--- src/cnp_pkg.sv ---
// ----------------------------------------------------------------------------
// cnp_pkg: shared types and constants for the cellular noise pixel block
// Holds the fixed-point widths, hash constants, the form and register codes,
// and the structs that pass configuration and per-cell data between modules.
// ----------------------------------------------------------------------------
package cnp_pkg;

   // Fixed-point format of positions and distances.
   localparam int FRAC_BITS  = 16;
   localparam int COORD_W    = 17;
   localparam int SCALE_W    = 21;
   localparam int JIT_W      = 18;
   localparam int GAIN_W     = 19;
   localparam int CAP_W      = 17;
   localparam int SEED_W     = 32;
   localparam int OUT_W      = 17;
   localparam int CSR_ADDR_W = 3;
   localparam int CSR_DATA_W = 32;

   // Neighborhood and datapath widths.
   localparam int LANES      = 9;
   localparam int DIST_W     = 19;
   localparam int DSUM_W     = 20;
   localparam int SQ_W       = 40;
   localparam int ROOT_STEPS = 20;
   localparam int CV_W       = 16;
   localparam int QUEUE_DEPTH = 4;
   localparam int QPTR_W     = $clog2(QUEUE_DEPTH);

   // Hash and mixing multipliers.
   localparam logic [31:0] HASH_MUL_A    = 32'h9e3779b9;
   localparam logic [31:0] HASH_MUL_B    = 32'h85ebca6b;
   localparam logic [31:0] MIX_MUL_A     = 32'h7feb352d;
   localparam logic [31:0] MIX_MUL_B     = 32'h846ca68b;
   localparam logic [31:0] SEED_OFS_Y    = 32'd31;
   localparam logic [31:0] SEED_OFS_CELL = 32'd71;

   // Value limits and blend weights.
   localparam logic [OUT_W-1:0]   ONE_Q     = 17'h10000;
   localparam logic [SCALE_W-1:0] SCALE_MIN = 21'd66;
   localparam logic [JIT_W-1:0]   JIT_MAX   = 18'd131072;
   localparam logic [CAP_W-1:0]   CAP_MAX   = 17'd65536;
   localparam logic [15:0]        LERP_KEEP = 16'd42598;
   localparam logic [15:0]        LERP_CELL = 16'd22938;

   typedef enum logic [2:0] {
      FORM_INV_F1, FORM_CELL, FORM_INV_F2, FORM_DIFF, FORM_CUBE, FORM_PRODUCT, FORM_LERP
   } cnp_form_type;

   typedef enum logic [CSR_ADDR_W-1:0] {
      CSR_SCALE, CSR_JITTER, CSR_METRIC, CSR_FORM, CSR_GAIN, CSR_CAP, CSR_SEED
   } cnp_csr_type;

   typedef struct packed {
      logic [SCALE_W-1:0] scale;
      logic [JIT_W-1:0]   jitter;
      logic               manhattan;
      cnp_form_type       form;
      logic [GAIN_W-1:0]  gain;
      logic [CAP_W-1:0]   cap;
      logic [SEED_W-1:0]  seed;
   } cnp_cfg_type;

   typedef struct packed {
      logic [DIST_W-1:0] ax;
      logic [DIST_W-1:0] ay;
      logic [CV_W-1:0]   cv;
   } cnp_cell_type;

   typedef cnp_cell_type [LANES-1:0] cnp_cells_type;

endpackage

--- src/cnp_queue.sv ---
// ----------------------------------------------------------------------------
// cnp_queue: short queue between the front and back halves
// Holds per-cell offsets of up to four requests so each half stalls on its own.
// ----------------------------------------------------------------------------
module cnp_queue (
   input  logic                   clock,
   input  logic                   reset,
   input  logic                   push,
   input  cnp_pkg::cnp_cells_type wdata,
   output logic                   full,
   input  logic                   pop,
   output cnp_pkg::cnp_cells_type rdata,
   output logic                   empty
);
   import cnp_pkg::*;

   cnp_cells_type      mem_ff [QUEUE_DEPTH];
   logic [QPTR_W-1:0]  wr_ff, wr_in, rd_ff, rd_in;
   logic [QPTR_W:0]    cnt_ff, cnt_in;
   logic               do_push, do_pop;

   assign full    = (cnt_ff == (QPTR_W+1)'(QUEUE_DEPTH));
   assign empty   = (cnt_ff == '0);
   assign do_push = push && !full;
   assign do_pop  = pop && !empty;
   assign rdata   = mem_ff[rd_ff];

   // Pointer and fill count update.
   always_comb begin
      wr_in  = do_push ? wr_ff + 1'b1 : wr_ff;
      rd_in  = do_pop ? rd_ff + 1'b1 : rd_ff;
      cnt_in = cnt_ff + (QPTR_W+1)'(do_push) - (QPTR_W+1)'(do_pop);
   end

   always_ff @(posedge clock) begin
      if (reset) begin
         wr_ff  <= '0;
         rd_ff  <= '0;
         cnt_ff <= '0;
      end else begin
         wr_ff  <= wr_in;
         rd_ff  <= rd_in;
         cnt_ff <= cnt_in;
      end
   end

   // Entry storage needs no reset.
   always_ff @(posedge clock) begin
      if (do_push) begin
         mem_ff[wr_ff] <= wdata;
      end
   end

endmodule

--- config.mk ---
export PLATFORM = sky130hd
export DESIGN_NAME = cnp_queue
export DESIGN_NICKNAME = d
export VERILOG_FILES = /design/src/cnp_pkg.sv /design/src/cnp_queue.sv
export SDC_FILE = /design/constraint.sdc
export NUM_CORES = 1
export LEC_CHECK = 0
export ABC_AREA = 0
export BUFFER_PORTS_ARGS = -buffer_cell sky130_fd_sc_hd__buf_2
export CAP_MARGIN = 20
export CORE_UTILIZATION = 50
export DETAILED_ROUTE_END_ITERATION = 10
export PLACE_DENSITY = 0.71
export SLEW_MARGIN = 40
export SYNTH_ARGS = -nofsm -noshare
export SYNTH_HDL_FRONTEND = slang
export SYNTH_SLANG_ARGS = --single-unit
export TNS_END_PERCENT = 5
--- constraint.sdc ---
create_clock -name clock -period 21.3 [get_ports clock]
set_clock_uncertainty 0.05 [all_clocks]
set_input_delay 4.26 -clock clock [delete_from_list [all_inputs] [get_ports clock]]
set_output_delay 4.26 -clock clock [all_outputs]
set_load 0.01 [all_outputs]
After elaboration in Yosys (flattened, before gate mapping)
Memories as Yosys holds them, arrays and structs flattened. A register that Yosys moved wholly into a read port is not among the register bits.
Cells that the tools add are included.
- flip-flop bits (word level): 7
- bits in latches: 0
- bits in writable memories: 1944
- memory bits (read-only): 0
- input port bits: 490
- output and inout port bits: 488
- word-level logic and storage cells: 18
- memories kept: 1
- memory list (name ; depth ; width ; rd ports ; clocked after memory_dff ; write ports ; RTL line ; source):
    mem_ff ; 4 ; 486 ; 1 ; 1 ; 1 ; cnp_queue.sv:17 ; cnp_cells_type mem_ff [QUEUE_DEPTH];
- add/sub/neg operators: 4
- multipliers: 0
- div/mod/pow operators: 0
- magnitude comparators: 0
- eq/ne operators: 1
- shift operators: 0
- mux-type cells: 4
- bitwise operators: 0
- reductions and logical operators: 5
- operators with widths (operator ; count):
    $add 2x1->2 const B ; 2
    $mux 2 ; 2
    $add 3x1->3 ; 1
    $eq 3x3->1 const B ; 1
    $logic_not 3->1 ; 1
    $sub 3x1->3 ; 1
    $logic_and 1x1->1 ; 2
    $logic_not 1->1 ; 2
    $mux 1 ; 2

Depth between registers and ports, before layout
Gate-level depths: netlist of run 1.
- depth after elaboration: 5
- mapped depth: 10
- gate-level depth less buffers: 10

Worst setup path after synthesis of run 1
Ideal clock, no wire load.
- path kind: input to register
- start point: in push
- end point: mem mem_ff[0][0] (netlist name), enable pin
- setup time: 914 ps
- arrival time: 15553 ps
- data required time: 20336 ps
- path slack: 4783 ps
- stages on the path: 3
- buffers on the path: 0
- path through: inv_1 nor2_1 and2_1
- longest elaborated chain between the ends: 3
- RTL lines (item ; RTL line ; source):
    start, declared ; cnp_queue.sv:8 ; input logic push,
    $logic_and 1x1->1 ; cnp_queue.sv:24 ; assign do_push = push && !full;
    $mux 1 ; cnp_queue.sv:49 ; if (do_push) begin
    $mux 1 (not written as such) ; cnp_queue.sv:50 ; mem_ff[wr_ff] <= wdata;
    end, declared ; cnp_queue.sv:17 ;
Every way passes these cells.

==> results of run 1 <==
## registers in the layout, indices dropped and copies added, names as in the netlist, named ones only
| signal | flops |
|---|---|
| rd_ff | 2 |
| cnt_ff | 3 |
| mem_ff | 1944 |
| wr_ff | 2 |
## power breakdown
group | leakage [nW] | total [mW] | switching, mW | internal [mW]
Sequential | 17.9 | 4.70 | 0.0867 | 4.61
Combinational | 6.92 | 2.22 | 1.23 | 0.994
Clock | 2.95 | 3.22 | 1.38 | 1.84
Total | 27.8 | 10.1 | 2.70 | 7.45
## Yosys cell counts (all sizes together), types with 4 or more instances
master | n | area (µm²)
buf | 102 | 821
edfxtp | 1944 | 58400
dfxtp | 9 | 180
mux4 | 486 | 10900
ha | 6 | 75.1
inv | 8 | 30.0
nor2 | 4 | 15.0
clkbuf | 7 | 26.3
and2 | 4 | 25.0
## layer usage
layer	track usage	up-vias
met2	0.340	1260
met1	0.250	16800
li1	-	13600
met3	0.0908	359
met5	0	-
met4	0.0785	68
## placed cells by master, fill, tap and decap left out, types with 14 or more instances in the layout
cell type and n:
clkinv_2 37, clkbuf_1 44, clkbuf_16 193, buf_4 14
buf_2 977, buf_6 24, diode_2 44, edfxtp_1 1944
clkinv_1 40, mux4_2 486
## area by class of cell
class                   instances  area [µm²]  area share
clock buffers                 242        5060      0.0603
inverters                       8        30.0    0.000358
clock inverters               109         991      0.0118
diodes                         44         110     0.00131
multi-input cells             519       11200       0.134
repair buffers               1032        5640      0.0671
flip-flops and latches       1953       58600       0.698
well taps                    1876        2350      0.0280
## per-stage QoR
step / power, mW / setup slack (ps)
finish: 10.1 / 12390
global route: 10.5 / 11960
CTS: 10.3 / 11960
detailed placement: 7.04 / 12340
global placement: 6.99 / 11830
floorplan: 6.35 / 4780
## cell families (layout without fill, tap and decap cells)
kind of cell    after synthesis  in the layout
fa+ha+maj                     7              7
other cells                   0             44
buf+inv                     117           1391
xor+xnor                      3              3
compound gates                5              5
simple gates                 17             17
mux                         487            487
flops                      1953           1953
## worst max-delay path, delay by kind of cell, from the launching register on
kind	cells	cell delay (ps)
mux	1	620
buf+inv	6	2360
flops	1	620
## path summary, 6_finish.rpt
kind / to / slack [ps] / cells after the start
worst max register to register: mem_ff[2][173]$_DFFE_PP_ / 16480 / 9
worst min register to register: flip-flop / 430 / 2
worst min-delay path: flip-flop / 430 / 2
worst max-delay path: rdata[128] / 12390 / 7
==> flow_metrics.tcl, run 1 <==
set metrics [dict create \
    grt_pass1_wl_um 217000 \
    cts_tree "built" \
    setup_viol 0 \
    synth_edf_count 1944 \
    clock_sinks 1953 \
    hold_class "flip-flop to flip-flop" \
    root_buffer "clkbuf_16" \
    synthMuxAreaShare 0.155 \
    cap_violations 0 \
    start_util 0.505 \
    drt_pre_antenna_iters 5 \
    synth_fp_nets 3086 \
    p_per_area_nw_per_um2 121 \
    final_util 0.600 \
    dieArea_um2 143000 \
    num_vias 32100 \
    placed_cell_area_um2 77800 \
    cp_data_required_time_ps 16990 \
    wl_met1_um 54400 \
    synth_top_family_by_area "multiplexers" \
    top_layer "met5" \
    slew_headroom 0.448 \
    ir_drop_mv 0.0912 \
    dpl.hpwl_um 97800 \
    fin_tns_setup_ps 0 \
    numCtsBuffers 187 \
    wire_per_inst_um 26.4 \
    rsz0062_at_grt "false" \
    fin_crit_ps 8910 \
    coreArea_um2 140000 \
    grt_max_degree 106 \
    drive_gt1_frac 0.464 \
    hold_buffers 0 \
    tightest_slew_ps 828 \
    hp-start "rd_ff[1]$_SDFFE_PP0P_" \
    hold_viol 0 \
    clk_pin_slew_ps 60 \
    detail-route-antenna-nets 0 \
    cts_max_level 4 \
    rr_startpoint "cnt_ff[1]$_SDFF_PP0_" \
    die_w_um 378 \
    worst_path_max_delay_cell "buf_6" \
    end_kind "output pin" \
    yosysSeqAreaShare 0.829 \
    synth_xor_xnor_area_share 0.000372 \
    yosysWarnings 0 \
    syn_area_um2 70600 \
    syn_avg_cell_area_um2 27.3 \
    io_pins 978 \
    crit_arrival_ps 4600 \
    wl_met3_um 16600 \
    postRouteWirelength_um 153000 \
    ys_seq_elements 1953 \
    whs_ps 432 \
    fin_nets 4198 \
    gp_congestion 0.778 \
    io_buffers 977 \
    p_leak_nw 27.8 \
    cts_resized 0 \
    outcome "completed" \
    viasPerCell 5.54 \
    clk_path_buf_depth 3 \
    areaGrowthSynthToFinish_pct 18.9 \
    dpl.cell_count 5387 \
    grt_pass1_vias 32700 \
    period_share 0.418 \
    crit_chain "buf_12, buf_6, buf_6, buf_12, buf_16, mux4_2, buf_2" \
    nFillCells 9656 \
    stdcell_count 5783 \
    design_area_um2 84000 \
    drv_slew 0 \
    insertion_delay_ps 800 \
    worstPathMaxFanout 63 \
    timing.fmax_mhz 112 \
    synth-main-ff-cell "edfxtp_1" \
    start_kind "flip-flop" \
    synth_fa_ha_area_frac 0.00135 \
    drt-initial-drc-count 2347 \
    criticalPathCategory "flip-flop to output pin" \
    drc 0 \
    grt_use_total 0.210 \
    die_height_um 378 \
    synthCells 2589 \
    synthSimpleGateAreaFrac 0.00133 \
    synth-compound-area-share 0.000390 \
    rows 137 \
    synth.distinct_cells 24 \
    slowest_delay_ps 640 \
    async_flop_share 0 \
    routed-wl-met2_um 76300 \
    antenna_found_initial 93 \
    grt_overflow 0 \
    post-cts-setup-buffer-count 0 \
]
Note: power is estimated with default switching activity, not from simulation.
==> inputs of run 2 (changes only) <==
==> constraint.sdc (replaced) <==
create_clock -name clock -period 8.4 [get_ports clock]
set_clock_uncertainty 0.05 [all_clocks]
set_input_delay 1.68 -clock clock [delete_from_list [all_inputs] [get_ports clock]]
set_output_delay 1.68 -clock clock [all_outputs]
set_load 0.01 [all_outputs]
==> flow_metrics.tcl, run 2 (same netlist as run 1, synthesis figures left out) <==
set metrics [dict create \
    drc 0 \
    detail-route-antenna-nets 0 \
    end_kind "output pin" \
    wire_per_inst_um 26.3 \
    fin_tns_setup_ps 0 \
    grt_pass1_vias 32700 \
    start_kind "flip-flop" \
    hold_viol 0 \
    multiInputGateArea_um2 11200 \
    cts_max_level 4 \
    nFillCells 9632 \
    largest_reg_flops 1944 \
    dpl.cell_count 5384 \
    reg_top3 "mem_ff: 1944 flops, cnt_ff: 3 flops" \
    root_buffer "clkbuf_16" \
    grt_overflow 0 \
    rows 137 \
    hold_class "flip-flop to flip-flop" \
    period_share 0.605 \
    timing.fmax_mhz 197 \
    criticalPathCategory "flip-flop to output pin" \
    postRouteWirelength_um 152000 \
    drt-initial-drc-count 2411 \
    clk_path_buf_depth 3 \
    slowest_delay_ps 560 \
    dp_slack_ps 3700 \
    cap_violations 0 \
    outcome "completed" \
    wl_met3_um 16000 \
    cts_tree "built" \
    fin_nets 4198 \
    io_buffers 977 \
    worstPathMaxFanout 43 \
    gp_congestion 0.778 \
    p_leak_nw 27.7 \
    io_pins 978 \
    routed-wl-met2_um 76200 \
    antenna_found_initial 85 \
    hold_buffers 0 \
    crit_chain "buf_12, buf_12, buf_16, buf_16, mux4_2, buf_2" \
    drv_slew 0 \
    ir_drop_mv 0.226 \
    worst_path_max_delay_cell "mux4_2" \
    insertion_delay_ps 780 \
    rsz0062_at_grt "false" \
    final_common_cell "edfxtp_1" \
    dpl.hpwl_um 97100 \
    placed_cell_area_um2 77800 \
    dieArea_um2 143000 \
    drt_pre_antenna_iters 7 \
    setup_ws_ps 3310 \
    stdcell_count 5778 \
    grt_use_total 0.208 \
    die_height_um 378 \
    wl_met1_um 54300 \
    whs_ps 440 \
    num_vias 32100 \
    design_area_um2 83900 \
    drive_gt1_frac 0.461 \
    grt_pass1_wl_um 216000 \
    final_util 0.600 \
    p_per_area_nw_per_um2 305 \
    viasPerCell 5.56 \
    p_total_mw 25.6 \
    post-cts-setup-buffer-count 0 \
    coreArea_um2 140000 \
    numCtsBuffers 186 \
    crit_arrival_ps 3360 \
    start_util 0.505 \
    setup_viol 0 \
    clk_pin_slew_ps 60 \
    register_area_um2 58600 \
    top_layer "met5" \
    cts_resized 0 \
    grt_max_degree 131 \
    tightest_slew_ps 889 \
    die_w_um 378 \
    clock_sinks 1953 \
    max_flop_register "mem_ff" \
    layout_common_cells "edfxtp_1 (1944), buf_2 (977), mux4_2 (486), clkbuf_16 (187), clkinv_1 (46)" \
    cp_data_required_time_ps 6670 \
    fin_crit_ps 5090 \
    areaGrowthSynthToFinish_pct 18.8 \
    slew_headroom 0.407 \
]
## run 2: cell count changes in the layout (fill, tap and decap cells not counted), sizes merged
cell      change
clkinvlp      -3
bufinv        -2
inv           +6
diode         +3
clkbuf        -8
buf           +1
clkinv        -2
## run 2: path summary, 6_finish.rpt
kind	end	start	cells past startpoint	slack [ps]
worst min-delay path	flip-flop	rd_ff[1]$_SDFFE_PP0P_	2	440
worst min register to register	flip-flop	rd_ff[1]$_SDFFE_PP0P_	2	440
worst max register to register	mem_ff[1][291]$_DFFE_PP_	cnt_ff[1]$_SDFF_PP0_	5	5050
worst max-delay path	rdata[321]	flip-flop	6	3310
## run 2: routing by layer
| metal | track usage | up-vias |
|---|---|---|
| met2 | 0.344 | 1287 |
| met5 | 0 | - |
| li1 | - | 13600 |
| met1 | 0.247 | 16800 |
| met4 | 0.0695 | 76 |
| met3 | 0.0870 | 332 |
## run 2: power by group
part           switching, mW  leakage [nW]  internal, mW
Clock                   3.48          2.84          4.47
Sequential             0.196          17.9          11.7
Combinational           3.15          6.97          2.56
## run 2: layout make-up
cell class,count,share of cell area
Clock inverter,108,0.0117
Tap cell,1876,0.0280
Sequential cell,1953,0.698
Clock buffer,234,0.0581
Multi-Input combinational cell,519,0.134
Timing Repair Buffer,1033,0.0688
Inverter,8,0.000358
Antenna cell,47,0.00140
## run 2: critical path: cells and delay by family (launching register included)
| family | cells | cell delay (ps) |
|---|---|---|
| buffers and inverters | 5 | 1350 |
| flip-flops | 1 | 530 |
| multiplexers | 1 | 560 |
